## src/rtl/rsht_pkg.sv

```systemverilog
`timescale 1ns / 1ps
// ----------------------------------------------------------------------------
// rsht_pkg
// shared types and constants of the range sample height tracker
// ----------------------------------------------------------------------------
package rsht_pkg;

    localparam int DATA_W   = 16;   // distance and average width
    localparam int STATUS_W = 8;
    localparam int CMD_W    = 2;
    localparam int VAL_W    = 2;
    localparam int HEIGHT_W = 8;
    localparam int CAL_W    = 11;
    localparam int WSIZE_W  = 6;
    localparam int AGE_W    = 17;
    localparam int CFG_A_W  = 3;

    // command codes
    localparam logic [CMD_W-1:0] CMD_SAMPLE = 2'd0;
    localparam logic [CMD_W-1:0] CMD_TICK   = 2'd1;
    localparam logic [CMD_W-1:0] CMD_CLEAR  = 2'd2;

    // validity codes
    localparam logic [VAL_W-1:0] VAL_INVALID = 2'd0;
    localparam logic [VAL_W-1:0] VAL_VALID   = 2'd1;
    localparam logic [VAL_W-1:0] VAL_STALE   = 2'd2;

    // register indexes
    localparam logic [CFG_A_W-1:0] REG_SENSOR_READY = 3'd0;
    localparam logic [CFG_A_W-1:0] REG_MIN_VALID    = 3'd1;
    localparam logic [CFG_A_W-1:0] REG_MAX_RANGE    = 3'd2;
    localparam logic [CFG_A_W-1:0] REG_CALIBRATION  = 3'd3;
    localparam logic [CFG_A_W-1:0] REG_WINDOW_SIZE  = 3'd4;
    localparam logic [CFG_A_W-1:0] REG_STALE_TICKS  = 3'd5;

    localparam logic [STATUS_W-1:0] NO_TARGET_LO = 8'd0;
    localparam logic [STATUS_W-1:0] NO_TARGET_HI = 8'd255;
    localparam logic [HEIGHT_W-1:0] HEIGHT_LIMIT = 8'd200;

    // x / 10 == (x * 0xCCCD) >> 19 for every 16-bit x
    localparam logic [DATA_W-1:0] RECIP_10    = 16'hCCCD;
    localparam int                RECIP_SHIFT = 19;
    localparam int                Q10_W       = 13;

    // divider result
    typedef struct packed {
        logic              done;
        logic [DATA_W-1:0] quot;
    } t_div_out;

endpackage

```

## src/rtl/range_sample_height_tracker_core.sv

```systemverilog
`timescale 1ns / 1ps
// ----------------------------------------------------------------------------
// range_sample_height_tracker_core
// filters range samples with a moving average and derives a height
// ----------------------------------------------------------------------------
// path: a tick, clear, invalid or dropped sample goes S_IDLE, S_EVAL, S_EMIT to tvalid;
//   a valid sample goes S_IDLE, S_EVAL, S_PUSH, S_DIV (bit-serial divider), S_SCALE,
//   S_HEIGHT, S_EMIT; S_EMIT waits while a held result is not yet taken
// occupancy: the block holds one item at a time and accepts a new one only in S_IDLE
// reset: synchronous active-low; registers return to their reset values,
//   the window is empty and the window slots themselves are not cleared
// ----------------------------------------------------------------------------
module range_sample_height_tracker_core
    import rsht_pkg::*;
#(
    parameter int MAX_WINDOW = 32
) (
    input  logic                i_clk,
    input  logic                i_rst_n,

    // configuration write port
    input  logic                i_cfg_we,
    input  logic [CFG_A_W-1:0]  i_cfg_addr,
    input  logic [DATA_W-1:0]   i_cfg_wdata,

    // input stream
    input  logic                s_axis_tvalid,
    output logic                s_axis_tready,
    input  logic [23:0]         s_axis_tdata,   // status[7:0], range[23:8]
    input  logic [CMD_W-1:0]    s_axis_tuser,   // cmd[1:0]

    // result stream
    output logic                m_axis_tvalid,
    input  logic                m_axis_tready,
    output logic [39:0]         m_axis_tdata,   // raw[15:0], average[31:16], height[39:32]
    output logic [VAL_W-1:0]    m_axis_tuser    // validity[1:0]
);

    localparam int SUM_W = $clog2(MAX_WINDOW * 65535 + 1);
    localparam int CNT_W = $clog2(MAX_WINDOW + 1);
    localparam int IDX_W = (MAX_WINDOW > 1) ? $clog2(MAX_WINDOW) : 1;
    localparam int PROD_W = 2 * DATA_W;
    localparam int HSUM_W = Q10_W + 2;   // signed calibration plus scaled average

    typedef enum logic [2:0] {
        S_IDLE,
        S_EVAL,
        S_PUSH,
        S_DIV,
        S_SCALE,
        S_HEIGHT,
        S_EMIT
    } t_state;

    // configuration registers
    logic                 r_sensor_ready;
    logic [DATA_W-1:0]    r_min_mm;
    logic [DATA_W-1:0]    r_max_mm;
    logic [CAL_W-1:0]     r_cal;
    logic [WSIZE_W-1:0]   r_win_size;
    logic [DATA_W-1:0]    r_stale_ticks;

    // tracker state
    t_state               r_state;
    logic [SUM_W-1:0]     r_sum;
    logic [CNT_W-1:0]     r_count;
    logic [AGE_W-1:0]     r_age;
    logic [VAL_W-1:0]     r_validity;
    logic [DATA_W-1:0]    r_raw;
    logic [DATA_W-1:0]    r_avg;
    logic [HEIGHT_W-1:0]  r_height;

    // held transaction and working registers
    logic [CMD_W-1:0]     r_cmd;
    logic [STATUS_W-1:0]  r_status;
    logic [DATA_W-1:0]    r_dist;
    logic [DATA_W-1:0]    r_evict;
    logic [PROD_W-1:0]    r_prod;

    // output register
    logic                 r_m_valid;
    logic [39:0]          r_m_data;
    logic [VAL_W-1:0]     r_m_user;

    // combinational
    logic [CNT_W-1:0]     w_eff_win;
    logic [IDX_W-1:0]     w_sel_idx;
    logic                 w_full;
    logic [DATA_W-1:0]    w_raw;
    logic                 w_raw_ok;
    logic [AGE_W-1:0]     w_age_inc;
    logic [SUM_W-1:0]     n_sum;
    logic [CNT_W-1:0]     n_count;
    logic [DATA_W-1:0]    w_tap_or;
    logic [DATA_W-1:0]    w_chain [0:MAX_WINDOW];
    logic [DATA_W-1:0]    w_taps  [0:MAX_WINDOW-1];
    logic [MAX_WINDOW-1:0] w_sel;
    logic                 w_shift;
    logic                 w_div_start;
    t_div_out             w_div;
    logic [Q10_W-1:0]     w_q10;
    logic signed [HSUM_W-1:0] w_hsum;
    logic [HEIGHT_W-1:0]  w_height;

    // window size: zero acts as one, oversize clamps to the chain length
    always_comb begin
        if (r_win_size == '0) begin
            w_eff_win = CNT_W'(1);
        end else if (int'(r_win_size) > MAX_WINDOW) begin
            w_eff_win = CNT_W'(MAX_WINDOW);
        end else begin
            w_eff_win = CNT_W'(r_win_size);
        end
    end

    assign w_sel_idx = IDX_W'(w_eff_win - 1'b1);
    assign w_full    = (r_count >= w_eff_win);

    // status 0 or 255 means no target, reads as zero distance
    assign w_raw = (r_status == NO_TARGET_LO || r_status == NO_TARGET_HI) ? '0 : r_dist;
    assign w_raw_ok = (w_raw != '0) && (w_raw >= r_min_mm) && (w_raw <= r_max_mm);

    // saturating age
    assign w_age_inc = (r_age == '1) ? r_age : r_age + 1'b1;

    // window update: oldest sample leaves once the window is full
    assign n_sum   = r_sum - (w_full ? SUM_W'(r_evict) : '0) + SUM_W'(r_raw);
    assign n_count = w_full ? r_count : r_count + 1'b1;

    // sample chain, newest at cell 0, oldest of a full window at the last used cell
    assign w_shift    = (r_state == S_PUSH);
    assign w_chain[0] = r_raw;

    for (genvar k = 0; k < MAX_WINDOW; k++) begin : g_cell
        assign w_sel[k] = (w_sel_idx == IDX_W'(k));
        rsht_cell u_cell (
            .i_clk   (i_clk),
            .i_shift (w_shift),
            .i_data  (w_chain[k]),
            .i_sel   (w_sel[k]),
            .o_data  (w_chain[k+1]),
            .o_tap   (w_taps[k])
        );
    end

    // only the selected tap can be non-zero
    always_comb begin
        w_tap_or = '0;
        for (int k = 0; k < MAX_WINDOW; k++) begin
            w_tap_or = w_tap_or | w_taps[k];
        end
    end

    assign w_div_start = (r_state == S_PUSH);

    rsht_div #(
        .SUM_W (SUM_W),
        .CNT_W (CNT_W)
    ) u_div (
        .i_clk      (i_clk),
        .i_rst_n    (i_rst_n),
        .i_start    (w_div_start),
        .i_dividend (n_sum),
        .i_divisor  (n_count),
        .o_res      (w_div)
    );

    // height: calibration plus average in cm, clamped; zero when uncalibrated
    assign w_q10  = r_prod[RECIP_SHIFT +: Q10_W];
    assign w_hsum = HSUM_W'($signed(r_cal)) + $signed({2'b00, w_q10});

    always_comb begin
        if (r_cal == '0) begin
            w_height = '0;
        end else if (w_hsum < 0) begin
            w_height = '0;
        end else if (w_hsum > $signed(HSUM_W'(HEIGHT_LIMIT))) begin
            w_height = HEIGHT_LIMIT;
        end else begin
            w_height = w_hsum[HEIGHT_W-1:0];
        end
    end

    always_ff @(posedge i_clk) begin
        if (!i_rst_n) begin
            r_sensor_ready <= 1'b0;
            r_min_mm       <= 16'd20;
            r_max_mm       <= 16'd4000;
            r_cal          <= '0;
            r_win_size     <= 6'd5;
            r_stale_ticks  <= 16'd1000;
            r_state        <= S_IDLE;
            r_sum          <= '0;
            r_count        <= '0;
            r_age          <= '0;
            r_validity     <= VAL_INVALID;
            r_raw          <= '0;
            r_avg          <= '0;
            r_height       <= '0;
            r_cmd          <= CMD_SAMPLE;
            r_status       <= '0;
            r_dist         <= '0;
            r_evict        <= '0;
            r_prod         <= '0;
            r_m_valid      <= 1'b0;
            r_m_data       <= '0;
            r_m_user       <= VAL_INVALID;
        end else begin
            // configuration is to be written by the user only while idle, which the block itself does not enforce
            if (i_cfg_we) begin
                unique case (i_cfg_addr)
                    REG_SENSOR_READY: r_sensor_ready <= i_cfg_wdata[0];
                    REG_MIN_VALID:    r_min_mm       <= i_cfg_wdata;
                    REG_MAX_RANGE:    r_max_mm       <= i_cfg_wdata;
                    REG_CALIBRATION:  r_cal          <= i_cfg_wdata[CAL_W-1:0];
                    REG_WINDOW_SIZE: begin
                        // new size empties the window
                        r_win_size <= i_cfg_wdata[WSIZE_W-1:0];
                        r_sum      <= '0;
                        r_count    <= '0;
                    end
                    REG_STALE_TICKS:  r_stale_ticks  <= i_cfg_wdata;
                    default: ;
                endcase
            end

            // the emit state drives the valid flag itself
            if (m_axis_tready && (r_state != S_EMIT)) begin
                r_m_valid <= 1'b0;
            end

            unique case (r_state)
                S_IDLE: begin
                    if (s_axis_tvalid) begin
                        r_cmd    <= s_axis_tuser;
                        r_status <= s_axis_tdata[7:0];
                        r_dist   <= s_axis_tdata[23:8];
                        r_state  <= S_EVAL;
                    end
                end
                S_EVAL: begin
                    r_evict <= w_tap_or;
                    r_state <= S_EMIT;
                    unique case (r_cmd)
                        CMD_TICK: begin
                            r_age <= w_age_inc;
                            if (r_sensor_ready && (w_age_inc > {1'b0, r_stale_ticks})) begin
                                r_validity <= VAL_STALE;
                            end
                        end
                        CMD_CLEAR: begin
                            r_sum   <= '0;
                            r_count <= '0;
                        end
                        CMD_SAMPLE: begin
                            if (r_sensor_ready) begin
                                r_raw <= w_raw;
                                r_age <= '0;
                                if (w_raw_ok) begin
                                    r_validity <= VAL_VALID;
                                    r_state    <= S_PUSH;
                                end else begin
                                    r_validity <= VAL_INVALID;
                                end
                            end
                        end
                        default: ;
                    endcase
                    if (!r_sensor_ready) begin
                        r_validity <= VAL_INVALID;
                    end
                end
                S_PUSH: begin
                    // chain shifts and divider starts on this edge
                    r_sum   <= n_sum;
                    r_count <= n_count;
                    r_state <= S_DIV;
                end
                S_DIV: begin
                    if (w_div.done) begin
                        r_avg   <= w_div.quot;
                        r_state <= S_SCALE;
                    end
                end
                S_SCALE: begin
                    r_prod  <= r_avg * RECIP_10;
                    r_state <= S_HEIGHT;
                end
                S_HEIGHT: begin
                    r_height <= w_height;
                    r_state  <= S_EMIT;
                end
                S_EMIT: begin
                    if (!r_m_valid || m_axis_tready) begin
                        r_m_valid <= 1'b1;
                        r_m_data  <= {r_height, r_avg, r_raw};
                        r_m_user  <= r_validity;
                        r_state   <= S_IDLE;
                    end
                end
                default: r_state <= S_IDLE;
            endcase
        end
    end

    assign s_axis_tready = (r_state == S_IDLE);
    assign m_axis_tvalid = r_m_valid;
    assign m_axis_tdata  = r_m_data;
    assign m_axis_tuser  = r_m_user;

`ifndef SYNTHESIS
    // fill count never passes the chain length
    a_count_bound: assert property (@(posedge i_clk) disable iff (!i_rst_n)
        int'(r_count) <= MAX_WINDOW)
        else $error("sample count beyond window length");

    // an accepted transaction is evaluated in the next cycle
    a_accept_eval: assert property (@(posedge i_clk) disable iff (!i_rst_n)
        s_axis_tvalid && s_axis_tready |=> r_state == S_EVAL)
        else $error("accepted transaction not evaluated");

    // divider finishes only while the sequencer waits for it
    a_div_done: assert property (@(posedge i_clk) disable iff (!i_rst_n)
        w_div.done |-> r_state == S_DIV)
        else $error("divider result outside divide phase");

    // a shift always comes with a non-empty window on the next cycle
    a_push_count: assert property (@(posedge i_clk) disable iff (!i_rst_n)
        w_shift |=> r_count != '0)
        else $error("window empty after push");
`endif

endmodule

```

## src/rtl/rsht_cell.sv

```systemverilog
`timescale 1ns / 1ps
// ----------------------------------------------------------------------------
// rsht_cell
// one slot of the sample window shift chain
// ----------------------------------------------------------------------------
module rsht_cell
    import rsht_pkg::*;
(
    input  logic              i_clk,
    input  logic              i_shift,
    input  logic [DATA_W-1:0] i_data,
    input  logic              i_sel,
    output logic [DATA_W-1:0] o_data,
    output logic [DATA_W-1:0] o_tap
);

    logic [DATA_W-1:0] r_sample;

    // window content needs no reset, the fill count guards every read
    always_ff @(posedge i_clk) begin
        if (i_shift) begin
            r_sample <= i_data;
        end
    end

    assign o_data = r_sample;
    assign o_tap  = i_sel ? r_sample : '0;

endmodule

```

## src/rtl/rsht_div.sv

```systemverilog
`timescale 1ns / 1ps
// ----------------------------------------------------------------------------
// rsht_div
// restoring divider, one quotient bit per cycle, window sum by sample count
// ----------------------------------------------------------------------------
module rsht_div
    import rsht_pkg::*;
#(
    parameter int SUM_W = 21,
    parameter int CNT_W = 6
) (
    input  logic             i_clk,
    input  logic             i_rst_n,
    input  logic             i_start,
    input  logic [SUM_W-1:0] i_dividend,
    input  logic [CNT_W-1:0] i_divisor,
    output t_div_out         o_res
);

    localparam int STEP_W = $clog2(DATA_W);

    logic              r_busy;
    logic              r_done;
    logic [STEP_W-1:0] r_step;
    logic [CNT_W-1:0]  r_rem;
    logic [CNT_W-1:0]  r_dvs;
    logic [DATA_W-1:0] r_dq;    // dividend bits out at the top, quotient bits in below

    logic [CNT_W:0]    w_trial;
    logic              w_fit;

    assign w_trial = {r_rem, r_dq[DATA_W-1]};
    assign w_fit   = (w_trial >= {1'b0, r_dvs});

    always_ff @(posedge i_clk) begin
        if (!i_rst_n) begin
            r_busy <= 1'b0;
            r_done <= 1'b0;
            r_step <= '0;
            r_rem  <= '0;
            r_dvs  <= '0;
            r_dq   <= '0;
        end else begin
            r_done <= 1'b0;
            if (i_start) begin
                // average fits 16 bits, so the upper sum bits are already below the divisor
                r_busy <= 1'b1;
                r_step <= '0;
                r_rem  <= CNT_W'(i_dividend >> DATA_W);
                r_dvs  <= i_divisor;
                r_dq   <= i_dividend[DATA_W-1:0];
            end else if (r_busy) begin
                if (w_fit) begin
                    r_rem <= CNT_W'(w_trial - {1'b0, r_dvs});
                end else begin
                    r_rem <= w_trial[CNT_W-1:0];
                end
                r_dq   <= {r_dq[DATA_W-2:0], w_fit};
                r_step <= r_step + 1'b1;
                if (r_step == STEP_W'(DATA_W - 1)) begin
                    r_busy <= 1'b0;
                    r_done <= 1'b1;
                end
            end
        end
    end

    assign o_res.done = r_done;
    assign o_res.quot = r_dq;

endmodule

```

## config.mk

```make
export PLATFORM = sky130hd
export DESIGN_NAME = range_sample_height_tracker_core
export DESIGN_NICKNAME = d
export VERILOG_FILES = /design/src/rtl/rsht_pkg.sv /design/src/rtl/range_sample_height_tracker_core.sv /design/src/rtl/rsht_cell.sv /design/src/rtl/rsht_div.sv
export SDC_FILE = /design/constraint.sdc
export NUM_CORES = 1
export LEC_CHECK = 0
export ABC_CLOCK_PERIOD_IN_PS = 16200
export BUFFER_PORTS_ARGS = -buffer_cell sky130_fd_sc_hd__buf_2
export CORE_MARGIN = 4
export CORE_UTILIZATION = 40
export DETAILED_ROUTE_END_ITERATION = 8
export HOLD_SLACK_MARGIN = 0.05
export PLACE_DENSITY = 0.65
export SLEW_MARGIN = 20
export SYNTH_ARGS = -nofsm -noshare
export SYNTH_HDL_FRONTEND = slang
export SYNTH_SLANG_ARGS = --single-unit
```

## constraint.sdc

```tcl
create_clock -name i_clk -period 16.2 [get_ports i_clk]
set_input_delay 0.81 -clock i_clk [delete_from_list [all_inputs] [get_ports i_clk]]
set_output_delay 0.81 -clock i_clk [all_outputs]
set_load 0.05 [all_outputs]
```

==> key figures <==
Routing
  – Vias/cell: 5.52
  – Drt drc: 0
  – Final ANT Viol Nets: 0
  – First-pass iteration count of the detailed router: 6
  – Drt initial violations: 2468
  – Via Count: ~26000
  – Routed WL per cell: 21.5 µm
  – Final WL: 101000 µm

Worst setup path
  – Reg-to-reg startpoint: r_win_size[4]$_SDFFE_PN0P_
  – Critical path class: flop to flop
  – Max incr delay on CP: 0.97 ns
  – Buffers and inverters on the worst path: 2
  – Startpoint types: flop
  – Critical Path RT: about 17 ns
  – Most common cell on crit path: a21o_1
  – CP Max Fanout: 23
  – CP Data Arrival Time: 6.78 ns
  – Crit end category: flop
  – Slowest stage cell, crit path: dfxtp_2
  – Top Family by Delay on Critical Path: compound AO/OA/AOI/OAI gates
  – Crit. Startpoint: r_win_size[4]$_SDFFE_PN0P_

Clock network
  – Total CTS buffers: 84
  – CTS Hold Bufs: 0
  – # clock sinks: 799
  – CTS tree: done
  – CTS H-tree lvls: 3
  – Root Buffer: clkbuf_16
  – Clk slew on worst S/H paths: about 0.060 ns
  – Worst-Skew Late Latency: 0.67 ns
  – Post_cts resized: 0
  – Post-CTS setup buffers: 0
  – Max Root-Sink Buffers: 3

Global routing
  – Global-route wire length before repair: 155000 µm
  – Initial antenna violation count: 3
  – Largest net degree at the start of global routing: between 200 and 250
  – Overflow after GRT: 0
  – GRT Total Usage: 20.2%
  – Vias in the first global route: ~26000

Placed design
  – PortBufs: 93
  – Final GP Congestion: 0.887
  – Post-Place Setup Slack: 9.98 ns
  – DP HPWL: 66300 µm

Floorplan
  – Core Rows: about 110
  – # IOs: 94
  – Starting Density: 40.6%
  – Die area: 100000 µm²
  – Die width: 317 µm
  – DIE HEIGHT: approximately 320 µm
  – Core ar.: 93900 µm²

STA
  – Worst Skew: 0.0651 ns
  – Max Freq: 160 MHz
  – Final worst-path setup slack: 9.94 ns
  – Relative slew slack: between 20% and 30%
  – Slew Limit Fails: 0
  – Slew @ Worst Pin: 1.15 ns
  – Period utilisation layout: around two fifths
  – Setup TNS: 0 ns
  – Final setup vio count: 0
  – Unrepaired setup endpoints after global routing: no
  – Min cycle time layout: 6.26 ns
  – Final hold viol count: 0

Layout
  – Layout cells sized above 1: under 10%
  – Nets: between 3000 and 4000
  – Filler cells: 8689
  – Syn-to-layout area delta: 12.8%
  – Multi-input logic area: 15500 µm²
  – Sequential Area: 21100 µm²

Job
  – MaxCap Viol Count: 0

Synth
  – Post-Syn Nets: 3678
  – Yosys warns: 0
  – Post-synthesis cell type count: 80
  – Ys flop type: edfxtp_1
  – Most common cell in the netlist: edfxtp_1
  – Number of synthesized register bits: 799
  – Largest cells by area after synthesis: edfxtp_1 40%, dfxtp_1 15%, ha_1 7.5%
  – Async SR Flop Fraction: 0%
  – Synth Area per Inst: between 10 and 15 µm²
  – Synth top cells by count: 512 x edfxtp_1, 430 x nand2_1, 296 x inv_1
  – Synth Instances: roughly 3300
  – Synthesized area: between 30000 and 40000 µm²
  – Top-area cell type share of the netlist area: 40.4%
  – Register area share after synthesis: 55.5%
  – EDFF count, synth: 512
  – Post-synth top area cell: edfxtp_1

Power
  – Peak supply drop: 0.0883 mV
  – Pwr Density: 113 nW/µm²
  – P_leak: 16.1 nW

Hold path
  – Hold path start: g_cell[15].u_cell.o_data[8]$_DFFE_PP_
  – Worst Hold Class: flop to flop

Status
  – Outcome: complete, no violations
area by class of cell:
| type | count | area share [%] |
|---|---|---|
| Inverter | 297 | 2.61 |
| Timing Repair Buffer | 135 | 1.87 |
| Clock buffer | 118 | 5.45 |
| Antenna cell | 1 | 0.00583 |
| Tap cell | 1254 | 3.65 |
| Clock inverter | 38 | 1.17 |
| Sequential cell | 799 | 49.2 |
| Multi-Input combinational cell | 2069 | 36.0 |
where the power goes:
group	switching (W)	total (W)	internal, W
clock network	0.000836	0.00197	0.00113
logic	0.000290	0.000452	0.000162
registers	0.0000892	0.00242	0.00233
total	0.00122	0.00484	0.00363
path summary, 6_finish.rpt:
kind	endpoint	slack, ns	cells after the start
setup / recovery	r_sum[19]$_SDFF_PN0_	9.94	25
hold / removal	g_cell[16].u_cell.o_data[8]$_DFFE_PP_	0.42	0
setup reg to reg	r_sum[19]$_SDFF_PN0_	9.94	25
hold reg to reg	g_cell[16].u_cell.o_data[8]$_DFFE_PP_	0.42	0
layer usage:
layer	track usage [%]	part of all wire [%]	up-vias
li1	-	-	12100
met1	27.9	42	12700
met2	32.9	47	1004
met3	3.49	8.0	181
met4	5.81	2.7	2
met5	0	0.017	-
sequential cells by signal (all words and copies together) (netlist names), 16 cells and up:
| register | flops |
|---|---|
| r_stale_ticks | 16 |
| r_evict | 16 |
| r_age | 17 |
| r_max_mm | 16 |
| r_dist | 16 |
| r_min_mm | 16 |
| u_div.r_dq | 16 |
| r_raw | 16 |
| r_sum | 21 |
| g_cell.u_cell.o_data | 512 |
| m_axis_tdata | 40 |
| r_avg | 16 |
kinds of logic after synthesis:
kind of cell             Yosys count  share of synthesized area [%]
AO/OA/AOI/OAI                    758                           14.4
buffers and inverters            433                           4.29
adder cells (fa/ha/maj)          327                           12.7
AND/OR/NAND/NOR                  887                           10.8
flip-flops                       799                           55.5
XOR/XNOR                          55                           1.27
multiplexers                      42                           1.12
per-stage QoR:
stage          area (µm²)  instances  utilization (%)  total power [W]  hold slack (ns)
6_report            42900       4711             45.7          0.00484            0.417
5_1_grt             42900       4710             45.7          0.00502            0.401
4_1_cts             42900       4710             45.7          0.00488            0.381
3_5_place_dp        40100       4554             42.7          0.00291            0.433
3_3_place_gp        40100       4554             42.7          0.00290            0.424
2_1_floorplan       38100       3301                -          0.00284            0.415
placed cells by master, fill, tap and decap left out, types with 44 or more instances in the layout:
master and n:
o21ai_0 72, nand2_1 429, dfxtp_1 286, clkbuf_16 85, a21oi_1 85, nor2_1 97, ha_1 228, a22oi_1 194
a21boi_0 164, nand4_1 50, inv_1 296, xnor2_1 44, edfxtp_1 512, buf_2 92, nor2b_1 55, fa_1 99
nand3_1 72
Power figures use the tool's default switching activity.
